**src/rtl/core/mwm_pkg.sv**
```systemverilog
`default_nettype none
package mwm_pkg;

  localparam int unsigned SPEED_W = 8;
  localparam int unsigned MIX_W = 10;
  localparam int unsigned CFG_INDEX_W = 1;
  localparam int unsigned CFG_DATA_W = 5;
  localparam int unsigned MASK_W = 4;
  localparam int unsigned DEADBAND_W = 5;

  typedef logic signed [SPEED_W-1:0] speed_t;
  typedef logic signed [MIX_W-1:0] mix_t;

  // Wheel speed limit and scale base (percent)
  localparam logic signed [MIX_W-1:0] SPEED_LIMIT = 10'sd100;
  localparam logic [8:0] PERCENT_FULL = 9'd100;
  localparam logic [DEADBAND_W-1:0] DEADBAND_MAX = 5'd30;
  localparam logic [DEADBAND_W-1:0] DEADBAND_RESET = 5'd8;

  // floor(n/100) == (n * 20972) >> 21 for all n < 2^14
  localparam logic [14:0] DIV100_RECIP = 15'd20972;
  localparam int unsigned DIV100_SHIFT = 21;

  typedef enum logic [CFG_INDEX_W-1:0] {
    CFG_INVERT_MASK = 1'b0,
    CFG_DEADBAND    = 1'b1
  } cfg_index_t;

endpackage
`default_nettype wire

```
**src/rtl/core/mwm_cmd_if.sv**
```systemverilog
`default_nettype none
interface mwm_cmd_if;
  logic valid;
  logic ready;
  mwm_pkg::speed_t strafe;
  mwm_pkg::speed_t forward;
  mwm_pkg::speed_t rotate;

  modport source (output valid, input ready, output strafe, output forward, output rotate);
  modport sink (input valid, output ready, input strafe, input forward, input rotate);
endinterface
`default_nettype wire

```
**src/rtl/core/mwm_wheel_if.sv**
```systemverilog
`default_nettype none
interface mwm_wheel_if;
  logic valid;
  logic ready;
  mwm_pkg::speed_t wheel0_speed;
  mwm_pkg::speed_t wheel1_speed;
  mwm_pkg::speed_t wheel2_speed;
  mwm_pkg::speed_t wheel3_speed;

  modport source (output valid, input ready, output wheel0_speed, output wheel1_speed,
                  output wheel2_speed, output wheel3_speed);
  modport sink (input valid, output ready, input wheel0_speed, input wheel1_speed,
                input wheel2_speed, input wheel3_speed);
endinterface
`default_nettype wire

```
**src/rtl/core/mwm_cfg_if.sv**
```systemverilog
`default_nettype none
interface mwm_cfg_if;
  logic valid;
  logic ready;
  mwm_pkg::cfg_index_t index;
  logic [mwm_pkg::CFG_DATA_W-1:0] data;

  modport source (output valid, input ready, output index, output data);
  modport sink (input valid, output ready, input index, input data);
endinterface
`default_nettype wire

```
**src/rtl/core/mecanum_wheel_mixer.sv**
```systemverilog
`default_nettype none
// Channel  Dir  Payload
// cmd      in   strafe, forward, rotate (signed percent)
// wheel    out  wheel0_speed .. wheel3_speed (signed percent)
// cfg      in   index (0 invert mask, 1 deadband), data
//
// Three-stage pipeline: scale multiply, divide by 100 (reciprocal multiply),
// mix/clamp/finish into the output register. One command per cycle when wheel
// does not stall; a stall on wheel backs up stage by stage; bubbles are filled.
// Synchronous reset clears the stage valids and loads the register defaults.
// cmd and cfg are held not ready during reset; cfg is otherwise always ready.
module mecanum_wheel_mixer (
  input  wire logic    clk,
  input  wire logic    rst,
  mwm_cmd_if.sink      cmd,
  mwm_wheel_if.source  wheel,
  mwm_cfg_if.sink      cfg
);

  logic [mwm_pkg::MASK_W-1:0] invert_mask;
  logic [mwm_pkg::DEADBAND_W-1:0] deadband;

  logic v1, v2, v3;
  logic r1, r2, r3;

  // stage 1: scaled products
  logic signed [15:0] prod_x, prod_y;
  mwm_pkg::speed_t rot1;
  // stage 2: quotients
  logic signed [8:0] quot_x, quot_y;
  mwm_pkg::speed_t rot2;
  // stage 3: results
  mwm_pkg::speed_t speed0, speed1, speed2, speed3;

  logic [8:0] rot_abs;
  logic signed [8:0] scale;
  logic signed [16:0] mul_x, mul_y;
  logic [13:0] mag_x, mag_y;
  logic [28:0] recip_x, recip_y;
  logic [8:0] q_x, q_y;
  mwm_pkg::mix_t mx, my, mz;
  mwm_pkg::speed_t c0, c1, c2, c3;

  function automatic mwm_pkg::speed_t clamp_speed(input mwm_pkg::mix_t v);
    mwm_pkg::speed_t res;
    if (v > mwm_pkg::SPEED_LIMIT) begin
      res = mwm_pkg::SPEED_LIMIT[mwm_pkg::SPEED_W-1:0];
    end else if (v < -mwm_pkg::SPEED_LIMIT) begin
      res = mwm_pkg::speed_t'(-mwm_pkg::SPEED_LIMIT);
    end else begin
      res = v[mwm_pkg::SPEED_W-1:0];
    end
    return res;
  endfunction

  function automatic mwm_pkg::speed_t finish_wheel(input mwm_pkg::speed_t v, input logic inv,
                                                   input logic [mwm_pkg::DEADBAND_W-1:0] db);
    mwm_pkg::speed_t vi;
    logic [mwm_pkg::SPEED_W-1:0] mag;
    vi = inv ? -v : v;
    mag = vi[mwm_pkg::SPEED_W-1] ? -vi : vi;
    return (mag < {{(mwm_pkg::SPEED_W-mwm_pkg::DEADBAND_W){1'b0}}, db}) ? '0 : vi;
  endfunction

  assign r3 = !v3 || wheel.ready;
  assign r2 = !v2 || r3;
  assign r1 = !v1 || r2;
  assign cmd.ready = r1 && !rst;
  assign cfg.ready = !rst;

  // scale factor 100 - |z|; with z == 0 it is 100 and the divide is exact
  always_comb begin
    rot_abs = cmd.rotate[mwm_pkg::SPEED_W-1] ? 9'(-$signed({cmd.rotate[7], cmd.rotate}))
                                             : 9'({1'b0, cmd.rotate});
    scale = $signed(mwm_pkg::PERCENT_FULL - rot_abs);
    mul_x = 17'($signed({cmd.strafe[7], cmd.strafe})) * 17'(scale);
    mul_y = 17'($signed({cmd.forward[7], cmd.forward})) * 17'(scale);
  end

  // truncating divide by 100 on the magnitude
  always_comb begin
    mag_x = prod_x[15] ? 14'(-prod_x) : prod_x[13:0];
    mag_y = prod_y[15] ? 14'(-prod_y) : prod_y[13:0];
    recip_x = {15'd0, mag_x} * {14'd0, mwm_pkg::DIV100_RECIP};
    recip_y = {15'd0, mag_y} * {14'd0, mwm_pkg::DIV100_RECIP};
    q_x = {1'b0, recip_x[28:mwm_pkg::DIV100_SHIFT]};
    q_y = {1'b0, recip_y[28:mwm_pkg::DIV100_SHIFT]};
  end

  always_comb begin
    mx = mwm_pkg::mix_t'(quot_x);
    my = mwm_pkg::mix_t'(quot_y);
    mz = mwm_pkg::mix_t'(rot2);
    c0 = clamp_speed(my + mx - mz);
    c1 = clamp_speed(my - mx + mz);
    c2 = clamp_speed(my - mx - mz);
    c3 = clamp_speed(my + mx + mz);
  end

  always_ff @(posedge clk) begin
    if (rst) begin
      v1 <= 1'b0;
      v2 <= 1'b0;
      v3 <= 1'b0;
      invert_mask <= '0;
      deadband <= mwm_pkg::DEADBAND_RESET;
    end else begin
      if (r1) v1 <= cmd.valid;
      if (r2) v2 <= v1;
      if (r3) v3 <= v2;
      if (cfg.valid) begin
        unique case (cfg.index)
          mwm_pkg::CFG_INVERT_MASK: invert_mask <= cfg.data[mwm_pkg::MASK_W-1:0];
          mwm_pkg::CFG_DEADBAND: deadband <= (cfg.data > mwm_pkg::DEADBAND_MAX)
                                             ? mwm_pkg::DEADBAND_MAX : cfg.data;
          default: ;
        endcase
      end
    end
  end

  always_ff @(posedge clk) begin
    if (r1 && cmd.valid) begin
      prod_x <= mul_x[15:0];
      prod_y <= mul_y[15:0];
      rot1 <= cmd.rotate;
    end
    if (r2 && v1) begin
      quot_x <= prod_x[15] ? -$signed(q_x) : $signed(q_x);
      quot_y <= prod_y[15] ? -$signed(q_y) : $signed(q_y);
      rot2 <= rot1;
    end
    if (r3 && v2) begin
      speed0 <= finish_wheel(c0, invert_mask[0], deadband);
      speed1 <= finish_wheel(c1, invert_mask[1], deadband);
      speed2 <= finish_wheel(c2, invert_mask[2], deadband);
      speed3 <= finish_wheel(c3, invert_mask[3], deadband);
    end
  end

  assign wheel.valid = v3;
  assign wheel.wheel0_speed = speed0;
  assign wheel.wheel1_speed = speed1;
  assign wheel.wheel2_speed = speed2;
  assign wheel.wheel3_speed = speed3;

endmodule
`default_nettype wire
```
**src/flat_wrapper.sv**
```systemverilog
// flat-port wrapper written by rule: the top's interface ports become plain ports
module mecanum_wheel_mixer_flat 
  (clk, rst, cmd_valid, cmd_ready, cmd_strafe, cmd_forward, cmd_rotate, wheel_valid, wheel_ready, wheel_wheel0_speed, wheel_wheel1_speed, wheel_wheel2_speed, wheel_wheel3_speed, cfg_valid, cfg_ready, cfg_index, cfg_data);
  mwm_cmd_if cmd_i ();
  mwm_wheel_if wheel_i ();
  mwm_cfg_if cfg_i ();
  input  wire logic clk;
  input  wire logic rst;
  input wire logic [$bits(cmd_i.valid)-1:0] cmd_valid;
  output wire logic [$bits(cmd_i.ready)-1:0] cmd_ready;
  input wire logic [$bits(cmd_i.strafe)-1:0] cmd_strafe;
  input wire logic [$bits(cmd_i.forward)-1:0] cmd_forward;
  input wire logic [$bits(cmd_i.rotate)-1:0] cmd_rotate;
  output wire logic [$bits(wheel_i.valid)-1:0] wheel_valid;
  input wire logic [$bits(wheel_i.ready)-1:0] wheel_ready;
  output wire logic [$bits(wheel_i.wheel0_speed)-1:0] wheel_wheel0_speed;
  output wire logic [$bits(wheel_i.wheel1_speed)-1:0] wheel_wheel1_speed;
  output wire logic [$bits(wheel_i.wheel2_speed)-1:0] wheel_wheel2_speed;
  output wire logic [$bits(wheel_i.wheel3_speed)-1:0] wheel_wheel3_speed;
  input wire logic [$bits(cfg_i.valid)-1:0] cfg_valid;
  output wire logic [$bits(cfg_i.ready)-1:0] cfg_ready;
  input wire logic [$bits(cfg_i.index)-1:0] cfg_index;
  input wire logic [$bits(cfg_i.data)-1:0] cfg_data;
  assign cmd_i.valid = cmd_valid;
  assign cmd_ready = cmd_i.ready;
  assign cmd_i.strafe = cmd_strafe;
  assign cmd_i.forward = cmd_forward;
  assign cmd_i.rotate = cmd_rotate;
  assign wheel_valid = wheel_i.valid;
  assign wheel_i.ready = wheel_ready;
  assign wheel_wheel0_speed = wheel_i.wheel0_speed;
  assign wheel_wheel1_speed = wheel_i.wheel1_speed;
  assign wheel_wheel2_speed = wheel_i.wheel2_speed;
  assign wheel_wheel3_speed = wheel_i.wheel3_speed;
  assign cfg_i.valid = cfg_valid;
  assign cfg_ready = cfg_i.ready;
  assign cfg_i.index = cfg_index;
  assign cfg_i.data = cfg_data;
  mecanum_wheel_mixer u_core (.clk(clk), .rst(rst), .cmd(cmd_i), .wheel(wheel_i), .cfg(cfg_i));
endmodule
```
**config.mk**
```make
export PLATFORM = sky130hd
export DESIGN_NAME = mecanum_wheel_mixer_flat
export DESIGN_NICKNAME = d
export VERILOG_FILES = /design/src/rtl/core/mwm_pkg.sv /design/src/rtl/core/mwm_cmd_if.sv /design/src/rtl/core/mwm_wheel_if.sv /design/src/rtl/core/mwm_cfg_if.sv /design/src/rtl/core/mecanum_wheel_mixer.sv /design/src/flat_wrapper.sv
export SDC_FILE = /design/constraint.sdc
export NUM_CORES = 1
export LEC_CHECK = 0
export BUFFER_PORTS_ARGS = -buffer_cell sky130_fd_sc_hd__buf_2
export CAP_MARGIN = 20
export CORE_ASPECT_RATIO = 0.7
export CORE_UTILIZATION = 30
export DETAILED_ROUTE_END_ITERATION = 7
export GPL_TIMING_DRIVEN = 0
export MAX_ROUTING_LAYER = met4
export SYNTH_ARGS = -nofsm -noshare
export SYNTH_HDL_FRONTEND = slang
export SYNTH_SLANG_ARGS = --single-unit
```
**constraint.sdc**
```tcl
create_clock -name clk -period 8.8 [get_ports clk]
set_input_delay 0.88 -clock clk [delete_from_list [all_inputs] [get_ports clk]]
set_output_delay 0.88 -clock clk [all_outputs]
set_load 0.01 [all_outputs]
```
==> PnR_summary.wiki <==
{| class="wikitable"
! Metric !! Value
|-
| Start-to-end type of the worst setup path || register to register
|-
| Largest area contributor in the synthesized netlist || sky130_fd_sc_hd__fa_1
|-
| Fin worst setup slack || 0.4132 ns
|-
| Clk root buf || sky130_fd_sc_hd__clkbuf_16
|-
| Number of flip-flops and latches in the synthesized netlist || approximately 110
|-
| Sum of negative setup slack || 0 ns
|-
| Routed length per placed instance || 13.85 um
|-
| Final clock skew || 0.01177 ns
|-
| Arrival time of data at the critical path endpoint || 8.52 ns
|-
| Last weighted congestion value of the routability-driven placer || 0.8783
|-
| CTS tree || yes
|-
| Capturing element type of the critical path || register
|-
| Max H-tree Level || 3
|-
| Core area || 68570 um^2
|-
| Layout area overhead || 9.074%
|-
| Cell area after technology mapping || 20920 um^2
|-
| Cell with the most instances on the worst path || sky130_fd_sc_hd__fa_1
|-
| Number of buffers created by CTS || 9
|-
| Worst reg-to-reg setup slack || 0.41 ns
|-
| Slowest stage cell, crit path || sky130_fd_sc_hd__nor4_1
|-
| Classification of the worst-slack hold path || register to register
|-
| Aggregate global routing overflow || 0
|-
| Antenna violations before repair || 1
|-
| Number of nets in the synthesized netlist || 2857
|-
| Max Fanout on Critical Path || 9
|-
| Unrepaired setup endpoints after global routing || no
|-
| Vias in the first global route || 14710
|-
| Max-capacitance violation count || 0
|-
| Post-synthesis cell count || between 2000 and 2500
|-
| Startpoint type of the worst setup path || register
|-
| Crit-path max cell delay || 0.63 ns
|-
| Post-route fraction of the period consumed by the critical path || 0.9530
|-
| X dimension of the die || 317.6 um
|-
| DRC violations left || 0
|-
| Final std cell area, no fill || 22820 um^2
|-
| Top Ports || 70
|-
| Count of antenna-violating nets left after detailed routing || 0
|-
| Highest achievable clock rate || 0.1192 GHz
|-
| Share of the synthesized area in the top cell type || 0.2373
|-
| Final number of hold-violating endpoints || 0
|-
| Placed insts || 3209
|-
| Clock Path Buffers || 2
|-
| Fraction of final layout cells with drive strength greater than 1 || 0.05761
|-
| First-pass GRT wire length || 75400 um
|-
| DPL Wire Length || 38740 um
|-
| Post-CTS Hold Fix Bufs || 0
|-
| Number of gates resized after cts || 0
|-
| Detailed Routing Iterations Pass 1 || 5
|-
| Share of synthesized flip-flops with an asynchronous set or reset || 0
|-
| Number of enable-type register cells in the synthesized netlist || 96
|-
| Height of the chip || 222.9 um
|-
| Data required time of the critical path || around 8.9 ns
|-
| Diode insertion count for antenna repair || 0
|-
| Post-Syn Area per Cell || 9.339 um^2
|-
| Total global-route track usage || 0.1344
|-
| Leading register cell type out of synthesis || sky130_fd_sc_hd__edfxtp_1
|-
| Slew @ Worst Pin || about 1.1 ns
|-
| Number of distinct library cells after synthesis || just over 90
|-
| Final number of max-transition violations || 0
|-
| Clk Latency, worst-skew pair || 0.38 ns
|-
| First DRT Iteration DRCs || 940
|-
| Synth top area cells || sky130_fd_sc_hd__fa_1 (24%), sky130_fd_sc_hd__ha_1 (20%), sky130_fd_sc_hd__edfxtp_1 (14%)
|-
| Number of nets in the layout || ~2900
|-
| Number of synthesis warnings || 0
|-
| Rows || 80
|-
| Pin count of the biggest net entering global routing || 33
|-
| Clock-pin slew on the worst setup and hold paths || roughly 0.070 ns
|-
| Run status || finished clean
|-
| Via count || approximately 15000
|-
| Final wirelength || between 40000 and 50000 um
|-
| Cell-by-cell listing of the critical path || or4_1 > or4_1 > o31a_1 > xor2_2 > fa_1 > ha_1 > fa_1 > inv_1 > fa_1 > fa_1 > inv_1 > ha_1 > a21o_1 > a211o_1 > nor4_1 > o21ai_1 > or4_1 > o41ai_1 > mux2i_1 > nor2_1 > xnor2_1
|-
| Post-route non-filler standard cell count || between 3000 and 4000
|-
| Worst slew margin || 0.2926
|-
| CTS sink count || between 100 and 150
|-
| Setup slack at placement || 0.1866 ns
|-
| Instance area after placement || 22430 um^2
|-
| Post-CTS Setup Repair Bufs || 0
|-
| DIE AREA || roughly 70000 um^2
|-
| Final setup violating endpoints || 0
|-
| Starting density of the core || 0.3051
|-
| Portion of the post-synthesis area used by sequential elements || 0.1493
|-
| Fin crit period || 8.387 ns
|-
| Quantity of I/O buffers inserted on ports || 65
|-
| Post-detailed-route via-to-cell ratio || about 4.7
|}
==> placed cells by master, fill, tap and decap left out, types with 7 or more instances in the layout <==
cell / n
sky130_fd_sc_hd__a31oi_1: 18
sky130_fd_sc_hd__o21bai_1: 16
sky130_fd_sc_hd__mux2i_1: 13
sky130_fd_sc_hd__o21ai_0: 53
sky130_fd_sc_hd__inv_1: 431
sky130_fd_sc_hd__nand2b_1: 41
sky130_fd_sc_hd__clkbuf_1: 29
sky130_fd_sc_hd__nor2b_1: 34
sky130_fd_sc_hd__nand2_1: 118
sky130_fd_sc_hd__nand3_1: 30
sky130_fd_sc_hd__nor3b_1: 9
sky130_fd_sc_hd__o211ai_1: 8
sky130_fd_sc_hd__a211o_1: 9
sky130_fd_sc_hd__ha_1: 334
sky130_fd_sc_hd__clkbuf_16: 9
sky130_fd_sc_hd__edfxtp_1: 96
sky130_fd_sc_hd__dfxtp_1: 12
sky130_fd_sc_hd__buf_2: 74
sky130_fd_sc_hd__a21oi_1: 90
sky130_fd_sc_hd__fa_1: 248
sky130_fd_sc_hd__xnor2_1: 125
sky130_fd_sc_hd__nor2_1: 126
sky130_fd_sc_hd__or3_1: 10
sky130_fd_sc_hd__or4_1: 9
sky130_fd_sc_hd__o21ai_1: 10
sky130_fd_sc_hd__xor2_1: 45
sky130_fd_sc_hd__o41ai_1: 7
sky130_fd_sc_hd__o21a_1: 10
sky130_fd_sc_hd__nor3_1: 23
sky130_fd_sc_hd__a211oi_1: 11
sky130_fd_sc_hd__o31ai_1: 15
sky130_fd_sc_hd__and2_1: 87
sky130_fd_sc_hd__nand4_1: 9
sky130_fd_sc_hd__a21o_1: 26
==> layer usage <==
| layer | share of wire | vias up | global-route usage |
|---|---|---|---|
| li1 | - | 7564 | - |
| met1 | 0.56 | 7199 | 0.2101 |
| met2 | 0.39 | 251 | 0.1829 |
| met3 | 0.050 | 10 | 0.02315 |
| met4 | 0.0036 | 0 | 0.01159 |
| met5 | 0 | - | - |
==> path summary, 6_finish.rpt <==
check | endpoint | start | cells past startpoint
worst max-delay path | u_core.quot_y[5]$_DFFE_PP_ | u_core.prod_y[5]$_DFFE_PP_ | 21
worst min-delay path | u_core.rot2[2]$_DFFE_PP_ | u_core.rot1[2]$_DFFE_PP_ | 0
worst max register to register | u_core.quot_y[5]$_DFFE_PP_ | u_core.prod_y[5]$_DFFE_PP_ | 21
worst min register to register | u_core.rot2[2]$_DFFE_PP_ | u_core.rot1[2]$_DFFE_PP_ | 0
==> kinds of logic (layout without fill, tap and decap cells) <==
kind of cell | count (synthesis) | count (layout) | share of synthesized area
xor gates and xnor gates | 174 | 174 | 0.07357
AOI/OAI and AO/OA | 357 | 357 | 0.1180
adders and majority gates | 582 | 582 | 0.4371
muxes | 15 | 15 | 0.007297
and+or+nand+nor | 529 | 529 | 0.1289
buffers and inverters | 475 | 561 | 0.08589
DFF | 108 | 108 | 0.1493
==> registers in the layout, indices dropped and copies added (netlist names), 4 cells and up <==
signal	count
u_core.deadband	5
u_core.rot2	8
u_core.prod_x	15
u_core.quot_x	9
u_core.rot1	8
u_core.prod_y	15
u_core.wheel.wheel2_speed	8
u_core.wheel.wheel3_speed	8
u_core.wheel.wheel1_speed	8
u_core.quot_y	9
u_core.invert_mask	4
u_core.wheel.wheel0_speed	8
==> cell usage after synthesis, drive strengths merged (18+ instances only) <==
master / count
a21oi: 95
nor2: 126
ha: 334
a31oi: 18
xnor2: 125
a21o: 26
nand2b: 41
and2: 87
xor2: 49
nor3: 24
inv: 433
fa: 248
edfxtp: 96
nor2b: 36
o21ai: 67
clkbuf: 28
nand2: 118
nand3: 31
==> final cells by class <==
type	instances	area, um^2
Multi-Input combinational cell	1657	16030
Clock buffer	10	229.0
Fill cell	7115	45750
Sequential cell	108	3123
Inverter	433	1625
Tap cell	902	1129
Timing Repair Buffer	70	387.9
Clock inverter	6	118.9
Buffer	42	171.4
==> through the flow <==
step,util,hold slack (ns)
floorplan,-,0.4003
global placement,0.3263,0.4032
finish,0.3328,0.4208
detailed placement,0.3272,0.4045
CTS,0.3323,0.4223
global route,0.3328,0.4270
==> critical path: cells and delay by family, from the launching register on <==
| family | cells | cell delay [ns] |
|---|---|---|
| muxes | 1 | 0.24 |
| xor gates and xnor gates | 2 | 0.62 |
| and+or+nand+nor | 5 | 2.29 |
| buffers and inverters | 2 | 0.09 |
| adders and majority gates | 6 | 2.75 |
| DFF | 1 | 0.45 |
| AOI/OAI and AO/OA | 5 | 1.67 |
Power is left out: the tool's default activity adds up to more than one toggle a clock period on the data nets, which glitch-free logic cannot reach.
